[config.mk]
export PLATFORM = sky130hd
export DESIGN_NAME = voqgms_lane
export DESIGN_NICKNAME = d
export VERILOG_FILES = /design/src/sv/voqgms_pkg.sv /design/src/sv/voqgms_lane.sv
export SDC_FILE = /design/constraint.sdc
export NUM_CORES = 1
export LEC_CHECK = 0
export BUFFER_PORTS_ARGS = -buffer_cell sky130_fd_sc_hd__clkbuf_2
export CAP_MARGIN = 0
export CORE_MARGIN = 5
export CORE_UTILIZATION = 40
export DETAILED_ROUTE_END_ITERATION = 7
export GPL_TIMING_DRIVEN = 0
export PLACE_DENSITY_LB_ADDON = 0.25
export SYNTH_ARGS = -nofsm -noshare
export SYNTH_HDL_FRONTEND = slang
export SYNTH_SLANG_ARGS = --single-unit
[constraint.sdc]
create_clock -name clk -period 34.3 [get_ports clk]
set_input_delay 5.145 -clock clk [delete_from_list [all_inputs] [get_ports clk]]
set_output_delay 5.145 -clock clk [all_outputs]
set_load 0.02 [all_outputs]
[src/sv/voqgms_pkg.sv]
// Shared constants, types and lane control bundle for the VOQ scheduler.
`timescale 1ns / 1ps

package voqgms_pkg;

  // Switch size and counter width
  localparam int PORTS       = 8;
  localparam int COUNT_WIDTH = 10;
  localparam int IDX_W       = (PORTS > 1) ? $clog2(PORTS) : 1;
  localparam int SUM_W       = COUNT_WIDTH + 1;

  // Fixed field widths of the slot and result items
  localparam int DEST_W         = 3;
  localparam int ARRIVAL_INPUTS = 8;
  localparam int MASK_W         = 8;
  localparam int DEST_BUS_W     = DEST_W * ARRIVAL_INPUTS;
  localparam int BURST_W        = 3;
  localparam int GRANT_W        = 64;
  localparam int MATCH_W        = 4;
  localparam int MATCH_CNT_W    = $clog2(PORTS + 1);

  localparam logic [BURST_W-1:0] BURST_RESET = 3'd3;

  typedef logic [COUNT_WIDTH-1:0] count_t;
  typedef logic [IDX_W-1:0]       idx_t;

  localparam count_t COUNT_MAX = '1;

  // Control from the sequencer to every row lane
  typedef struct packed {
    logic               capture;
    logic               update;
    logic [PORTS-1:0]   col_alive;
    logic [BURST_W-1:0] burst;
  } lane_ctl_t;

endpackage

[src/sv/voqgms_lane.sv]
// Row lane: holds one input's queue counters, finds its row maximum, applies service and arrivals.
`timescale 1ns / 1ps

module voqgms_lane (
  input  logic                              clk,
  input  logic                              rst,
  input  voqgms_pkg::lane_ctl_t             ctl,
  input  logic                              row_alive,
  input  logic [voqgms_pkg::PORTS-1:0]      grant_row,
  input  logic                              arrive,
  input  logic [voqgms_pkg::DEST_W-1:0]     dest,
  output voqgms_pkg::count_t                best_val,
  output voqgms_pkg::idx_t                  best_col,
  output logic                              drop
);

  voqgms_pkg::count_t cnt      [voqgms_pkg::PORTS];
  voqgms_pkg::count_t cnt_next [voqgms_pkg::PORTS];
  voqgms_pkg::count_t scan_val;
  voqgms_pkg::idx_t   scan_col;
  logic [voqgms_pkg::PORTS-1:0] drop_vec;

  // Find the largest live counter of this row, first column wins a tie
  always_comb begin
    scan_val = '0;
    scan_col = '0;
    for (int j = 0; j < voqgms_pkg::PORTS; j++) begin
      if (row_alive && ctl.col_alive[j] && (cnt[j] > scan_val)) begin
        scan_val = cnt[j];
        scan_col = voqgms_pkg::IDX_W'(j);
      end
    end
  end

  // Decrement served queues, then add the burst unless it overflows
  always_comb begin
    voqgms_pkg::count_t            base;
    logic [voqgms_pkg::SUM_W-1:0]  sum;
    logic                          hit;
    logic                          over;
    for (int j = 0; j < voqgms_pkg::PORTS; j++) begin
      base = cnt[j] - voqgms_pkg::COUNT_WIDTH'(grant_row[j] && (cnt[j] != '0));
      hit  = arrive && (32'(dest) == j);
      sum  = {1'b0, base} + voqgms_pkg::SUM_W'(ctl.burst);
      over = sum > {1'b0, voqgms_pkg::COUNT_MAX};
      cnt_next[j] = (hit && !over) ? sum[voqgms_pkg::COUNT_WIDTH-1:0] : base;
      drop_vec[j] = hit && over;
    end
  end

  assign drop = |drop_vec;

  // Hold counters, load the next values on an update; clear at reset
  always_ff @(posedge clk) begin
    if (rst) begin
      for (int j = 0; j < voqgms_pkg::PORTS; j++) begin
        cnt[j] <= '0;
      end
    end else if (ctl.update) begin
      cnt <= cnt_next;
    end
  end

  // Register the row result for the merge stage
  always_ff @(posedge clk) begin
    if (ctl.capture) begin
      best_val <= scan_val;
      best_col <= scan_col;
    end
  end

endmodule

## Word level (Yosys, flattened, before mapping)

Index checks and enable logic that the tools add are counted.

- Register bits: 93
- Logic and storage cells: 141
- Output and inout port bits: 14
- Input port bits: 28

- Reductions and logical operators: 68
- Add/sub/neg operators: 16
- Order comparisons: 16
- Eq/ne operators: 7
- Muxes and demuxes: 22

Operators with widths:

| cell | number |
|---|---|
| 10-bit 2-to-1 mux | 16 |
| 10-bit by 3-bit adder with 11-bit output | 8 |
| 11-bit by 10-bit greater-than comparator with 1-bit output, second input constant | 8 |
| 10-bit nonzero test | 8 |
| 10-bit by 1-bit subtractor with 10-bit output | 8 |
| 10-bit greater-than comparator | 7 |
| 1-bit logical AND | 48 |
| 3-bit equality test, second input constant | 4 |
| 10-bit by 1-bit greater-than comparator with 1-bit output, second input constant | 1 |
| 1-bit logical NOT | 8 |
| 8-bit OR reduction | 1 |
| 3-bit by 2-bit equality test with 1-bit output, second input constant | 2 |
| 3-bit 2-to-1 mux | 2 |
| 2-bit 2-to-1 mux | 2 |
| 4-bit OR reduction | 1 |
| 3-bit by 1-bit equality test with 1-bit output, second input constant | 1 |
| 3-bit logical NOT | 1 |
| 1-bit 2-to-1 mux | 2 |
| 2-bit OR reduction | 1 |

## Logic depth before layout (Yosys ltp)

- Word-level depth: 24
- Gate-level depth with buffers: 78
- Depth with buffers taken out: 68

## Least setup slack after synthesis

No wires, ideal clock.

- Path type: input port to flip-flop
- Start: input ctl[3] (netlist bit)
- End: register best_val[1], data pin
- Stages on the path: 68
- Data arrival time: 17936 ps
- Setup slack: 16100 ps
- Data required time: 34035 ps
- Path buffers: 10
- Cell sequence: and2_1 clkbuf_1 nand2_1 ha_1 a211oi_1 nor2_1 a2111oi_0 nor2_1 clkbuf_1 o21ai_0 inv_1 ha_1 and4_1 a221oi_1 nor3_1 o21ai_0 o2111ai_1 o21a_1 [... 32 more ...] inv_1 ha_1 nand4_1 or2_2 o2111ai_1 clkbuf_1 clkbuf_1 mux2i_1 ha_1 a21o_1 a21o_1 a21oi_1 o211ai_1 o2111ai_1 clkbuf_1 o21ai_0 a31oi_1 o22ai_1

- Word-level cells in the longest chain between the ends: 24

RTL lines:

| item | line | source |
|---|---|---|
| from (decl) | voqgms_lane.sv:7 | `input voqgms_pkg::lane_ctl_t ctl,` |
| 1-bit logical AND (*) (2 in a row) | voqgms_lane.sv:28 | `if (row_alive && ctl.col_alive[j] && (cnt[j] > scan_val)) begin` |
| 10-bit 2-to-1 mux (*) | voqgms_lane.sv:28 |  |
| 10-bit greater-than comparator | voqgms_lane.sv:28 |  |
| 1-bit logical AND | voqgms_lane.sv:28 |  |
| 10-bit 2-to-1 mux (*) | voqgms_lane.sv:28 |  |
| 10-bit greater-than comparator | voqgms_lane.sv:28 |  |
| 1-bit logical AND | voqgms_lane.sv:28 |  |
| 10-bit 2-to-1 mux (*) | voqgms_lane.sv:28 |  |
| [... 8 more ...] | - |  |
| 10-bit 2-to-1 mux (*) | voqgms_lane.sv:28 |  |
| 10-bit greater-than comparator | voqgms_lane.sv:28 |  |
| 1-bit logical AND | voqgms_lane.sv:28 |  |
| 10-bit 2-to-1 mux (*) | voqgms_lane.sv:28 |  |
| 10-bit greater-than comparator | voqgms_lane.sv:28 |  |
| 1-bit logical AND | voqgms_lane.sv:28 |  |
| 10-bit 2-to-1 mux (*) | voqgms_lane.sv:28 |  |
| net scan_val[1] | voqgms_lane.sv:19 | `voqgms_pkg::count_t scan_val;` |
| to (signal assigned) | voqgms_lane.sv:67 | `best_val <= scan_val;` |
| to (decl) | voqgms_lane.sv:12 | `output voqgms_pkg::count_t best_val,` |

The timed path passes the listed nets; every way through them passes the cells marked *.
A chain may end at the register's enable or synchronous reset.

## Final worst setup path

- Start: input row_alive
- End: register best_val[1], data pin

- Word-level cells in the longest chain between the ends: 24
- Elaborated cells between the ends (all ways): 31
- Classes of those cells: 7 x order compare; 8 x mux; 16 x reduce/logical

RTL lines:

| item | line | source |
|---|---|---|
| from (decl) | voqgms_lane.sv:8 | `input logic row_alive,` |
| 1-bit logical AND (2 in a row) | voqgms_lane.sv:28 |  |
| 10-bit 2-to-1 mux | voqgms_lane.sv:28 |  |
| 10-bit greater-than comparator | voqgms_lane.sv:28 |  |
| 1-bit logical AND | voqgms_lane.sv:28 |  |
| 10-bit 2-to-1 mux | voqgms_lane.sv:28 |  |
| 10-bit greater-than comparator | voqgms_lane.sv:28 |  |
| 1-bit logical AND | voqgms_lane.sv:28 |  |
| 10-bit 2-to-1 mux | voqgms_lane.sv:28 |  |
| [... 8 more ...] | - |  |
| 10-bit 2-to-1 mux | voqgms_lane.sv:28 |  |
| 10-bit greater-than comparator | voqgms_lane.sv:28 |  |
| 1-bit logical AND | voqgms_lane.sv:28 |  |
| 10-bit 2-to-1 mux | voqgms_lane.sv:28 |  |
| 10-bit greater-than comparator | voqgms_lane.sv:28 |  |
| 1-bit logical AND | voqgms_lane.sv:28 |  |
| 10-bit 2-to-1 mux (*) | voqgms_lane.sv:28 |  |
| net scan_val[1] | voqgms_lane.sv:19 |  |

Marks and branches as above.

==> flow_metrics.py <==
metrics = {
    "cts": {
        "path_clk_slew_ns": 0.07,
        "cts_made_buffers": 9,
        "cts_resized": 0,
        "ctsHoldBuffers": 0,
        "tritoncts": "yes",
        "clock_path_buffers": 2,
        "cts_sinks": 93,
        "clkLatencyLatePin_ns": 0.36,
        "cts_root_buf": "clkbuf_16",
        "postCtsSetupRepairBufs": 0,
        "htree_num_levels": 3,
    },
    "die": {
        "fp.dieH_um": 169,
        "die_x_um": 169,
        "rows": 58,
        "dieArea_um2": 28600,
        "start_util_pct": 40.5,
        "io_pins": 42,
        "core_region_area_um2": 25000,
    },
    "synthesis": {
        "synth_top_cell_by_area": "dfxtp_1",
        "yosysSeqAreaShare_pct": 19.7,
        "synth_top_family_by_area": "simple AND/OR/NAND/NOR gates",
        "syn_avg_cell_area_um2": 7.58,
        "synth_cell_types": 81,
        "ys_async_sr_fraction_pct": 0,
        "synthTopCellsByArea": "dfxtp_1 (16%), ha_1 (13%), mux2i_1 (6.9%), nor2_1 (6.0%), xnor2_1 (5.7%)",
        "yosys-mux-area-fraction_pct": 7.62,
        "synth_compound_area_share_pct": 16.5,
        "syn_inst": 1336,
        "ys_ff_latch": 93,
        "synth-edff-count": 13,
        "ys_warn_count": 0,
        "netlist_area_um2": 10100,
        "synth_nets": 1478,
        "synth_ff_type": "dfxtp_1",
        "synth_fa_ha_area_share_pct": 14.8,
        "synthXorXnorAreaFrac_pct": 11.2,
        "synth_top_area_share_pct": 15.8,
        "synth-simple-area-share_pct": 24.2,
    },
    "placement": {
        "portBuffers": 39,
        "dp_slack_ns": 12.77,
        "hpwl_um": 24100,
        "place_congestion": 0.947,
    },
    "timing": {
        "holdWs_ns": 0.525,
        "min_period_ns": 21.38,
        "slew-limit-headroom_pct": 29.9,
        "final.setup.tns_ns": 0,
        "setup_viol": 0,
        "rsz0062_at_grt": "no",
        "worst_slack_ns": 12.92,
        "hold_violations": 0,
        "fmax_mhz": 46.8,
        "skew_ns": 0.0163,
        "drv_slew": 0,
        "worst_pin_slew_ns": 1.04,
        "timing.final.crit_share_pct": 62.3,
    },
    "grt": {
        "antenna_found_initial": 0,
        "grt_max_degree": 17,
        "grt_pass1_wl_um": 48400,
        "grt_pass1_vias": 9152,
        "track_usage_pct": 21.1,
        "overflow": 0,
    },
    "finish": {
        "diodes": 0,
        "final_common_cell": "nor2_1",
        "fill_cells": 2598,
        "final_cell_mix": "nor2_1 (163), nand2_1 (133), ha_1 (106)",
        "synthToLayoutAreaGrowth_pct": 8.57,
        "drive_gt1_share_pct": 6.33,
        "num-nets-final": 1528,
    },
    "detailed_routing": {
        "drtAntennaViolNets": 0,
        "highest_layer": "met4",
        "route.met2.wl_um": 14300,
        "drcViolationCount": 0,
        "wl_met1_um": 14100,
        "vias": 9611,
        "wire_per_inst_um": 17.8,
        "wl_met3_um": 1610,
        "drtPass1Iterations": 5,
        "drt-initial-drc-count": 596,
        "drt_wl_total_um": 30700,
        "vias_per_cell": 5.58,
    },
    "worst_setup_path": {
        "crit_arrival_ns": 21.43,
        "end_kind": "flop",
        "max_stage_delay_ns": 0.72,
        "worst_setup_path_start_kind": "input pin",
        "crit_path_max_fanout": 10,
        "required_ns": 34.35,
        "cpMostUsedCell": "ha_1",
        "worst-setup-path-type": "input pin to flop",
        "r2r_setup_slack_ns": 17.75,
        "cpMaxStageDelayCell": "clkbuf_1",
    },
    "run_status": {
        "outcome": "completed",
    },
    "min_path": {
        "hold_path.class": "flop to flop",
    },
    "flow_run": {
        "max-cap-violations": 0,
    },
}
worst paths after layout:
| kind | depth (start not counted) | from | to |
|---|---|---|---|
| setup / recovery | 69 | row_alive | best_val[1]$_DFFE_PP_ |
| hold / removal | 2 | cnt[50]$_SDFFE_PP0P_ | cnt[50]$_SDFFE_PP0P_ |
| setup reg to reg | 68 | cnt[73]$_SDFFE_PP0P_ | best_val[1]$_DFFE_PP_ |
| hold reg to reg | 2 | cnt[50]$_SDFFE_PP0P_ | cnt[50]$_SDFFE_PP0P_ |
cell type report:
cell class	instances	area, um2	share of cell area, %
multi-input combinational	1091	7530	68.5
sequential	93	1990	18.1
tap	330	413	3.75
inverter	95	357	3.24
buffer	57	253	2.30
clock buffer	11	233	2.12
timing repair buffer	39	195	1.77
clock inverter	5	27.5	0.250
synthesized netlist by cell type, types with 6 or more instances:
| cell type | n |
|---|---|
| nor2_1 | 163 |
| nand2_1 | 133 |
| ha_1 | 106 |
| inv_1 | 95 |
| o21ai_0 | 89 |
| dfxtp_1 | 80 |
| mux2i_1 | 70 |
| xnor2_1 | 66 |
| xor2_1 | 64 |
| a21oi_1 | 48 |
| clkbuf_1 | 42 |
| nor3_1 | 32 |
| nand3_1 | 28 |
| a21o_1 | 24 |
| nor4_1 | 21 |
| nor2b_1 | 20 |
| or3_1 | 20 |
| nand2b_1 | 18 |
| a31oi_1 | 16 |
| nand4_1 | 16 |
| edfxtp_1 | 13 |
| and3_1 | 12 |
| o22ai_1 | 12 |
| a211oi_1 | 8 |
| and4_1 | 8 |
| fa_1 | 8 |
| a2111oi_0 | 7 |
| a22oi_1 | 7 |
| o21a_1 | 7 |
| buf_1 | 6 |
| o211ai_1 | 6 |
cell families (layout without fill, tap and decap cells):
| group | count (synthesis) | count (layout) |
|---|---|---|
| adder cells (fa/ha/maj) | 115 | 115 |
| XOR/XNOR | 130 | 130 |
| multiplexers | 76 | 76 |
| buffers and inverters | 152 | 207 |
| AO/OA/AOI/OAI | 265 | 265 |
| AND/OR/NAND/NOR | 505 | 505 |
| flip-flops | 93 | 93 |
critical path, delay by kind of cell:
family | cells | cell delay (ns)
AOI/OAI and AO/OA | 25 | 5.87
muxes | 4 | 1.42
buffers and inverters | 14 | 3.73
adders and majority gates | 7 | 1.75
and+or+nand+nor | 19 | 3.49
metrics by stage:
step / std cells / util (%) / cell area, um2
after CTS: 1721 / 43.9 / 11000
after detailed placement: 1705 / 42.9 / 10700
after floorplan: 1336 / - / 10100
after global placement: 1705 / 42.9 / 10700
final: 1721 / 43.9 / 11000
after global routing: 1721 / 43.9 / 11000
flip-flops by register name, summed over array words and instances (netlist names):
name,cells
best_col,3
cnt,80
best_val,10
routing by layer:
layer,vias to the layer above,global-route usage (%)
met1,4543,28.4
met5,-,0
met3,43,3.17
met2,222,35.4
li1,4803,-
met4,0,6.02
Power is not shown: default switching activity piles up to over one toggle a cycle in this logic, so the estimate is an artifact.
