--- src/sv/voqgms_pkg.sv ---
// Shared constants, types and lane control bundle for the VOQ scheduler.
`timescale 1ns / 1ps

package voqgms_pkg;

  // Switch size and counter width
  localparam int PORTS       = 8;
  localparam int COUNT_WIDTH = 10;
  localparam int IDX_W       = (PORTS > 1) ? $clog2(PORTS) : 1;
  localparam int SUM_W       = COUNT_WIDTH + 1;

  // Fixed field widths of the slot and result items
  localparam int DEST_W         = 3;
  localparam int ARRIVAL_INPUTS = 8;
  localparam int MASK_W         = 8;
  localparam int DEST_BUS_W     = DEST_W * ARRIVAL_INPUTS;
  localparam int BURST_W        = 3;
  localparam int GRANT_W        = 64;
  localparam int MATCH_W        = 4;
  localparam int MATCH_CNT_W    = $clog2(PORTS + 1);

  localparam logic [BURST_W-1:0] BURST_RESET = 3'd3;

  typedef logic [COUNT_WIDTH-1:0] count_t;
  typedef logic [IDX_W-1:0]       idx_t;

  localparam count_t COUNT_MAX = '1;

  // Control from the sequencer to every row lane
  typedef struct packed {
    logic               capture;
    logic               update;
    logic [PORTS-1:0]   col_alive;
    logic [BURST_W-1:0] burst;
  } lane_ctl_t;

endpackage

--- src/sv/voqgms_merge.sv ---
// Merge stage: picks the largest nonzero lane result, first row wins a tie.
`timescale 1ns / 1ps

module voqgms_merge (
  input  voqgms_pkg::count_t lane_val [voqgms_pkg::PORTS],
  input  voqgms_pkg::idx_t   lane_col [voqgms_pkg::PORTS],
  output logic               hit,
  output voqgms_pkg::idx_t   best_row,
  output voqgms_pkg::idx_t   best_col
);

  voqgms_pkg::count_t best_val;

  // Strict greater-than keeps the earliest row and skips zero counts
  always_comb begin
    best_val = '0;
    best_row = '0;
    best_col = '0;
    for (int i = 0; i < voqgms_pkg::PORTS; i++) begin
      if (lane_val[i] > best_val) begin
        best_val = lane_val[i];
        best_row = voqgms_pkg::IDX_W'(i);
        best_col = lane_col[i];
      end
    end
  end

  assign hit = best_val != '0;

endmodule

--- config.mk ---
export PLATFORM = sky130hd
export DESIGN_NAME = voqgms_merge
export DESIGN_NICKNAME = d
export VERILOG_FILES = /design/src/sv/voqgms_pkg.sv /design/src/sv/voqgms_merge.sv
export SDC_FILE = /design/constraint.sdc
export NUM_CORES = 1
export LEC_CHECK = 0
export ABC_AREA = 1
export BUFFER_PORTS_ARGS = -buffer_cell sky130_fd_sc_hd__buf_2
export CAP_MARGIN = 10
export CORE_ASPECT_RATIO = 0.7
export CORE_MARGIN = 2
export CORE_UTILIZATION = 55
export DETAILED_ROUTE_END_ITERATION = 6
export PLACE_DENSITY_LB_ADDON = 0.12
export SLEW_MARGIN = 20
export SYNTH_ARGS = -nofsm -noshare
export SYNTH_HDL_FRONTEND = slang
export SYNTH_SLANG_ARGS = --single-unit
--- constraint.sdc ---
create_clock -name vclk -period 36.2
set_clock_uncertainty 0.15 [all_clocks]
set_input_delay 5.43 -clock vclk [all_inputs]
set_output_delay 5.43 -clock vclk [all_outputs]
set_load 0.01 [all_outputs]
# Word level (Yosys, flattened, before mapping)
# Cells that the tools add are included.
word_totals:
  regBits: 0
  elab_cells: 32
  inputBits: 104
  output_inout_bits: 7
classes:
  mux: 23
  reduce_logical: 1
  magnitude_cmp: 8
op_table:
  columns: ["cell", "n"]
  rows:
  - ["two-way mux 10 bit", 8]
  - ["> comparator 10 bit", 7]
  - ["two-way mux 3 bit", 14]
  - ["> comparator 10 x 1 -> 1 bit, second input constant", 1]
  - ["nonzero test 10 bit", 1]
  - ["two-way mux 1 bit", 1]

# Longest topological paths before layout
# Gate-level depths: netlist of run 1.
logic_depth:
  depth_word: 17
  ltp_mapped: 84
  ltp_nobuf: 79

# Least setup slack after synthesis of run 1
# No wires, ideal clock.
synth_timing:
  path_kind: "input -> output"
  start: "input port lane_val[75] (netlist name)"
  end: "output port hit"
  t_required_ns: 30.620
  path_buffers: 6
  cell_stages: 69
  slack_ns: 15.983
  arrival_ns: 14.637
  path_cell_list: "inv_1 -> ha_1 -> nand2_1 -> inv_1 -> nand2_1 -> nand2_1 -> nand2_1 -> nand3_4 -> nand2_4 -> clkbuf_1 -> o21ai_0 -> ha_1 -> nand2_1 -> inv_1 -> nand3_1 -> nor2_1 -> nand4_1 -> nand3b_4 -> [33 not listed] -> o21ai_0 -> o2111ai_1 -> nand2_1 -> buf_2 -> nand3_1 -> nand2_1 -> ha_1 -> inv_1 -> nor2_1 -> nor2_1 -> o21a_1 -> o21ai_0 -> a21oi_1 -> o211ai_1 -> nand2_1 -> or2_2 -> nand2_1 -> nand3_1"
synth_via:
  elab_chain_cells: 17
synth_rtl:
  columns: ["item", "line", "source"]
  rows:
  - ["start, declared", "voqgms_merge.sv:5", "input voqgms_pkg::count_t lane_val [voqgms_pkg::PORTS],"]
  - ["> comparator 10 x 1 -> 1 bit", "voqgms_merge.sv:20", "if (lane_val[i] > best_val) begin"]
  - ["two-way mux 10 bit *", "voqgms_merge.sv:20", null]
  - ["> comparator 10 bit", "voqgms_merge.sv:20", null]
  - ["two-way mux 10 bit *", "voqgms_merge.sv:20", null]
  - ["> comparator 10 bit", "voqgms_merge.sv:20", null]
  - ["two-way mux 10 bit *", "voqgms_merge.sv:20", null]
  - ["> comparator 10 bit", "voqgms_merge.sv:20", null]
  - ["two-way mux 10 bit *", "voqgms_merge.sv:20", null]
  - ["> comparator 10 bit", "voqgms_merge.sv:20", null]
  - ["two-way mux 10 bit *", "voqgms_merge.sv:20", null]
  - ["> comparator 10 bit", "voqgms_merge.sv:20", null]
  - ["two-way mux 10 bit *", "voqgms_merge.sv:20", null]
  - ["> comparator 10 bit", "voqgms_merge.sv:20", null]
  - ["two-way mux 10 bit *", "voqgms_merge.sv:20", null]
  - ["> comparator 10 bit", "voqgms_merge.sv:20", null]
  - ["two-way mux 10 bit *", "voqgms_merge.sv:20", null]
  - ["nonzero test 10 bit *", "voqgms_merge.sv:28", "assign hit = best_val != '0;"]
  - ["end, declared", "voqgms_merge.sv:7", "output logic hit,"]
# Mark *: on every way between the ends. The rest lies on a longest branch, timed or not.

# Worst setup path after layout of run 1
layout_timing:
  start: "input port lane_val[74] (netlist name)"
  end: "output port hit"
# Same word-level chain as after synthesis.

==> results of run 1 <==
## cell usage after synthesis, drive strengths merged
cell type  number  area [µm²]
nand2         151       639.4
ha             66       825.8
inv            64       240.2
o21ai          54       270.3
nand3          44       247.7
nor2           26       115.1
a21oi          22       113.9
nand4          13       96.34
clkbuf          9       33.78
nand3b          7       77.58
o211ai          7       52.55
or2             6       42.54
a21o            4       30.03
buf             4       38.78
o21bai          4       30.03
and2            3       18.77
a31oi           2       12.51
nor3            2       10.01
nor4            2       12.51
or4             2       15.01
clkinv          1       3.750
o2111ai         1       8.760
o21a            1       7.510
## critical path: cells and delay by family
kind            cells  cell delay (ns)
compound gates      7             1.42
simple gates       45             6.11
buf+inv            12             1.46
fa+ha+maj           7             1.98
## area by class of cell
type,count,area [µm²],share of cell area [%]
multi-input cells,417,2626,74.70
repair buffers,111,555.5,15.80
inverters,65,244.0,6.940
well taps,72,90.09,2.562
## path summary, 6_finish.rpt
kind | startpoint | slack, ns | cells past startpoint | endpoint
setup / recovery | lane_val[74] | 14.24 | 71 | hit
hold / removal | lane_col[5] | 11.10 | 4 | best_col[2]
## stage by stage
stage	instances	power [W]
after floorplan	495	0.0002117
after global placement	665	0.0002789
after detailed placement	665	0.0002829
after CTS	665	0.0002841
after global routing	665	0.0003278
final	665	0.0002876
## per-layer routing
metal	track usage, %	share of wire [%]	routed length (µm)	up-vias
met2	46.14	39	3584	162
met4	1.894	0.64	58	0
met5	0	0	0	-
met1	45.87	51	4645	1619
met3	1.950	8.7	786	7
li1	-	-	-	1885
## power breakdown
part / switching (W) / internal (W)
logic: 0.000185 / 0.000102
clock network: 0 / 0
registers: 0 / 0
total: 0.000185 / 0.000102
## cells by family after synthesis
family / count (synthesis) / synth area share, %
simple gates: 256 / 43.32
compound gates: 95 / 17.86
buf+inv: 78 / 10.76
fa+ha+maj: 66 / 28.06
==> reports/metrics.yaml, run 1 <==
cts-resized-gates: 0
relSlewSlack_pct: 59.74
grt_pass1_vias: 3239
startpoint_type: "primary input"
fin_crit_ns: 21.96
antenna_found_initial: 0
cp_max_fo: 27
yosysWarnings: 0
post_synth_num_cell_types: 35
drt_iter0_drc: 269
crit_path_end_kind: "primary output"
peakVddDrop_mv: 0.07026
status: "complete, no violations"
syn-num-nets: 665
grt_pass1_wl_um: 14680
synthesis.area_um2: 2943
dr.pass1.iters: 5
seqCellArea_um2: 0
cap_viol_max_count: 0
dieWidth_um: 91.43
area_delta_synth_final_pct: 19.47
criticalPathCategory: "primary input to primary output"
avgSynthCellArea_um2: 5.945
wl_um: 9074
num-clock-buffers: 0
p_leak_nw: 2.101
start_util_pct: 56.57
yosysSeqAreaShare_pct: 0
rsz0062_at_grt: "no"
cts_setup_buffers: 0
io_buffers: 111
timing.setup.tns_ns: 0
final_area_um2: 3516
core_um2: 5202
drive_gt1_share_pct: 24.45
cp_slowest_cell: "o21ai_0"
utilization_pct: 67.58
dpl.hpwl_um: 8105
fillers: 503
place_area_um2: 3516
worst_pin_slew_ns: 0.5975
rows: 22
syn_inst: 495
fmaxAchievable_ghz: 0.04553
die_h_um: 65.20
cpPeakStageDelay_ns: 0.51
grt_max_degree: 28
hold_buffers: 0
grt_overflow: 0
crit_arrival_ns: 16.38
path_common_cell: "nand2_1"
seq_cells: 0
fin_ws_ns: 14.24
final_antenna_net_count: 0
die_area_um2: 5961
via_per_inst: 5.523
place_congestion: 1.027
hold_class: "primary input to primary output"
layout_common_cells: "nand2_1, buf_2, ha_1, inv_1, o21ai_0"
timing.final.crit_share_pct: 60.67
final-max-slew-violation-count: 0
diodes: 0
worstPathRequired_ns: 30.62
final_nets: 765
hold_viol: 0
finalSetupViolCount: 0
top_level_ports: 111
wire_per_inst_um: 13.65
grt_usage_pct: 29.52
via_count: 3673
p_per_area_nw_per_um2: 81.79
layout_commonest_cell: "nand2_1"
preCtsSetupSlack_ns: 14.49
drc: 0
worst_hold_slack_ns: 11.10
Power figures use the tool's default switching activity.
==> run 2: changes to the inputs <==
--- a/config.mk
+++ b/config.mk
@@ -10,7 +10,7 @@
 export CAP_MARGIN = 10
 export CORE_ASPECT_RATIO = 0.7
 export CORE_MARGIN = 2
-export CORE_UTILIZATION = 55
+export CORE_UTILIZATION = 48
 export DETAILED_ROUTE_END_ITERATION = 6
 export PLACE_DENSITY_LB_ADDON = 0.12
 export SLEW_MARGIN = 20
==> constraint.sdc (replaced) <==
create_clock -name vclk -period 19.7
set_clock_uncertainty 0.15 [all_clocks]
set_input_delay 2.955 -clock vclk [all_inputs]
set_output_delay 2.955 -clock vclk [all_outputs]
set_load 0.01 [all_outputs]
==> reports/metrics.yaml, run 2 (same netlist as run 1, synthesis figures left out) <==
cp_slowest_cell: "o21ai_0"
finalNonFillerCells: 668
drive_gt1_share_pct: 24.45
timing.setup.tns_ns: 0
worstPathRequired_ns: 16.60
grt_max_degree: 28
crit_path_end_kind: "primary output"
grt_usage_pct: 24.86
die_h_um: 69.51
dpl.hpwl_um: 7885
place_congestion: 0.9757
p_per_area_nw_per_um2: 148.2
area_delta_synth_final_pct: 19.60
grt_pass1_wl_um: 14500
dieWidth_um: 97.59
cpPeakStageDelay_ns: 0.53
path_common_cell: "nand2_1"
final-max-slew-violation-count: 0
hold_viol: 0
grt_overflow: 0
cpLargestDelayFamily: "simple AND/OR/NAND/NOR gates"
final_antenna_net_count: 0
cap_viol_max_count: 0
peakVddDrop_mv: 0.09170
cp_max_fo: 27
crit_arrival_ns: 13.84
p_leak_nw: 2.101
timing.final.crit_share_pct: 86.04
core_um2: 5813
rows: 23
place_inst: 668
hold_buffers: 0
seq_cells: 0
antenna_found_initial: 0
diodes: 0
dr.pass1.iters: 5
drc: 0
start_util_pct: 50.62
status: "complete, no violations"
layout_commonest_cell: "nand2_1"
wl_um: 8823
cp.buffers_inverters: 12
layout_common_cells: "nand2_1, buf_2, ha_1, inv_1, o21ai_0"
worst_pin_slew_ns: 0.6171
top_level_ports: 111
num-clock-buffers: 0
p_total_w: 0.0005216
via_per_inst: 5.322
fmaxAchievable_ghz: 0.05900
fin_crit_ns: 16.95
die_area_um2: 6783
io_buffers: 111
fillers: 597
finalSetupViolCount: 0
relSlewSlack_pct: 58.43
drt_iter0_drc: 203
final_nets: 765
wire_per_inst_um: 13.21
grt_pass1_vias: 3213
criticalPathCategory: "primary input to primary output"
rsz0062_at_grt: "no"
cts-resized-gates: 0
startpoint_type: "primary input"
hold_class: "primary input to primary output"
via_count: 3555
seqCellArea_um2: 0
cts_setup_buffers: 0
[run 2: report_power, final]
group          leakage [nW]  internal (W)  switching, W
Clock                     0             0             0
Sequential                0             0             0
Combinational          2.10      0.000188      0.000333
[run 2: layer usage]
| metal | track usage (%) | vias to the layer above | share of wire, % |
|---|---|---|---|
| met4 | 1.389 | 0 | 0.41 |
| met2 | 37.55 | 156 | 39 |
| met1 | 40.02 | 1521 | 52 |
| met3 | 1.310 | 4 | 9.0 |
| met5 | 0 | - | 0 |
| li1 | - | 1874 | - |
[run 2: worst paths after layout]
kind	to	cells past startpoint	slack [ns]	from
worst max-delay path	hit	73	2.75	lane_val[75]
worst min-delay path	best_col[1]	4	6.13	lane_col[1]
[run 2: layout make-up]
type | count | area (µm²) | share of cell area [%]
inverter | 65 | 244.0 | 6.932
timing repair buffer | 111 | 555.5 | 15.78
tap | 75 | 93.84 | 2.666
multi-input combinational | 417 | 2626 | 74.62
[run 2: through the flow]
| stage | util (%) | area, µm² | worst slack [ns] | hold slack, ns |
|---|---|---|---|---|
| after floorplan | - | 2943 | 4.433 | 5.905 |
| after CTS | 60.55 | 3520 | 2.910 | 6.135 |
| after global routing | 60.55 | 3520 | 1.566 | 6.147 |
| after detailed placement | 60.55 | 3520 | 2.965 | 6.134 |
| final | 60.55 | 3520 | 2.751 | 6.135 |
| after global placement | 60.55 | 3520 | 3.209 | 6.125 |
[run 2: worst min-delay path: cells and delay by family]
family / cells / cell delay, ns
AOI/OAI and AO/OA: 1 / 0.10
buffers and inverters: 2 / 0.23
and+or+nand+nor: 1 / 0.05
==> run 3: changes to the inputs <==
--- a/config.mk
+++ b/config.mk
@@ -6,12 +6,12 @@
 export NUM_CORES = 1
 export LEC_CHECK = 0
 export ABC_AREA = 1
-export BUFFER_PORTS_ARGS = -buffer_cell sky130_fd_sc_hd__buf_2
 export CAP_MARGIN = 10
 export CORE_ASPECT_RATIO = 0.7
 export CORE_MARGIN = 2
-export CORE_UTILIZATION = 48
+export CORE_UTILIZATION = 55
 export DETAILED_ROUTE_END_ITERATION = 6
+export DONT_BUFFER_PORTS = 1
 export PLACE_DENSITY_LB_ADDON = 0.12
 export SLEW_MARGIN = 20
 export SYNTH_ARGS = -nofsm -noshare
==> reports/metrics.yaml, run 3 (same netlist as run 1, synthesis figures left out) <==
rsz0062_at_grt: "no"
relSlewSlack_pct: 60.10
seqCellArea_um2: 0
wire_per_inst_um: 14.10
path_common_cell: "nand2_1"
fin_crit_ns: 16.80
num-clock-buffers: 0
drive_gt1_share_pct: 7.054
cp_max_fo: 27
seq_cells: 0
antenna_found_initial: 0
multiInputGateArea_um2: 2626
criticalPathCategory: "primary input to primary output"
grt_max_degree: 28
final_antenna_net_count: 0
die_h_um: 65.20
area_delta_synth_final_pct: 0.5953
hold_class: "primary input to primary output"
drc: 0
p_total_w: 0.0004788
fmaxAchievable_ghz: 0.05952
p_per_area_nw_per_um2: 161.7
rows: 22
core_um2: 5202
io_buffers: 0
cts-resized-gates: 0
crit_start: "lane_val[75]"
top_level_ports: 111
timing.setup.tns_ns: 0
timing.final.crit_share_pct: 85.28
drt_iter0_drc: 159
dr.pass1.iters: 6
status: "complete, no violations"
worstPathRequired_ns: 16.60
cap_viol_max_count: 0
diodes: 0
crit_arrival_ns: 13.70
p_leak_nw: 1.668
grt_pass1_vias: 2828
peakVddDrop_mv: 0.07777
fillers: 551
start_util_pct: 56.57
finalSetupViolCount: 0
grt_pass1_wl_um: 12880
grt_usage_pct: 25.59
via_count: 3167
via_per_inst: 5.717
hold_buffers: 0
final-max-slew-violation-count: 0
crit_path_end_kind: "primary output"
cpLargestDelayFamily: "simple AND/OR/NAND/NOR gates"
worst_pin_slew_ns: 0.5923
dieWidth_um: 91.43
worstHoldStart: "lane_col[2]"
grt_overflow: 0
wl_um: 7810
place_congestion: 0.9187
layout_common_cells: "nand2_1, ha_1, inv_1, o21ai_0, nand3_1"
final_nets: 654
dpl.hpwl_um: 7037
die_area_um2: 5961
cp.buffers_inverters: 10
hold_viol: 0
cp_slowest_cell: "or4_1"
layout_commonest_cell: "nand2_1"
cpPeakStageDelay_ns: 0.51
cts_setup_buffers: 0
startpoint_type: "primary input"
run 3: layout make-up:
class              instances  area share (%)
well taps                 72           3.043
multi-input cells        417           88.72
inverters                 65           8.242
run 3: final timing paths:
| path | end | slack (ns) | depth (start not counted) |
|---|---|---|---|
| min | best_col[2] | 5.91 | 2 |
| max | hit | 2.90 | 69 |
run 3: where the power goes:
part,internal [W],switching (W),total [W]
clock,0,0,0
combinational,0.000164,0.000315,0.000479
sequential,0,0,0
total,0.000164,0.000315,0.000479
run 3: stage by stage:
step	utilization, %	hold WS, ns	std cells	instance area (µm²)	setup WS [ns]
finish	56.90	5.914	554	2960	2.899
global route	56.90	5.937	554	2960	1.575
CTS	56.90	5.919	554	2960	2.979
detailed placement	56.90	5.919	554	2960	3.033
global placement	56.90	5.914	554	2960	3.251
floorplan	-	5.905	495	2943	4.433
run 3: per-layer routing:
layer | track usage, % | part of all wire (%)
met5 | 0 | 0
met4 | 0.5682 | 0.23
met3 | 4.128 | 9.5
met2 | 40.26 | 41
met1 | 38.50 | 50
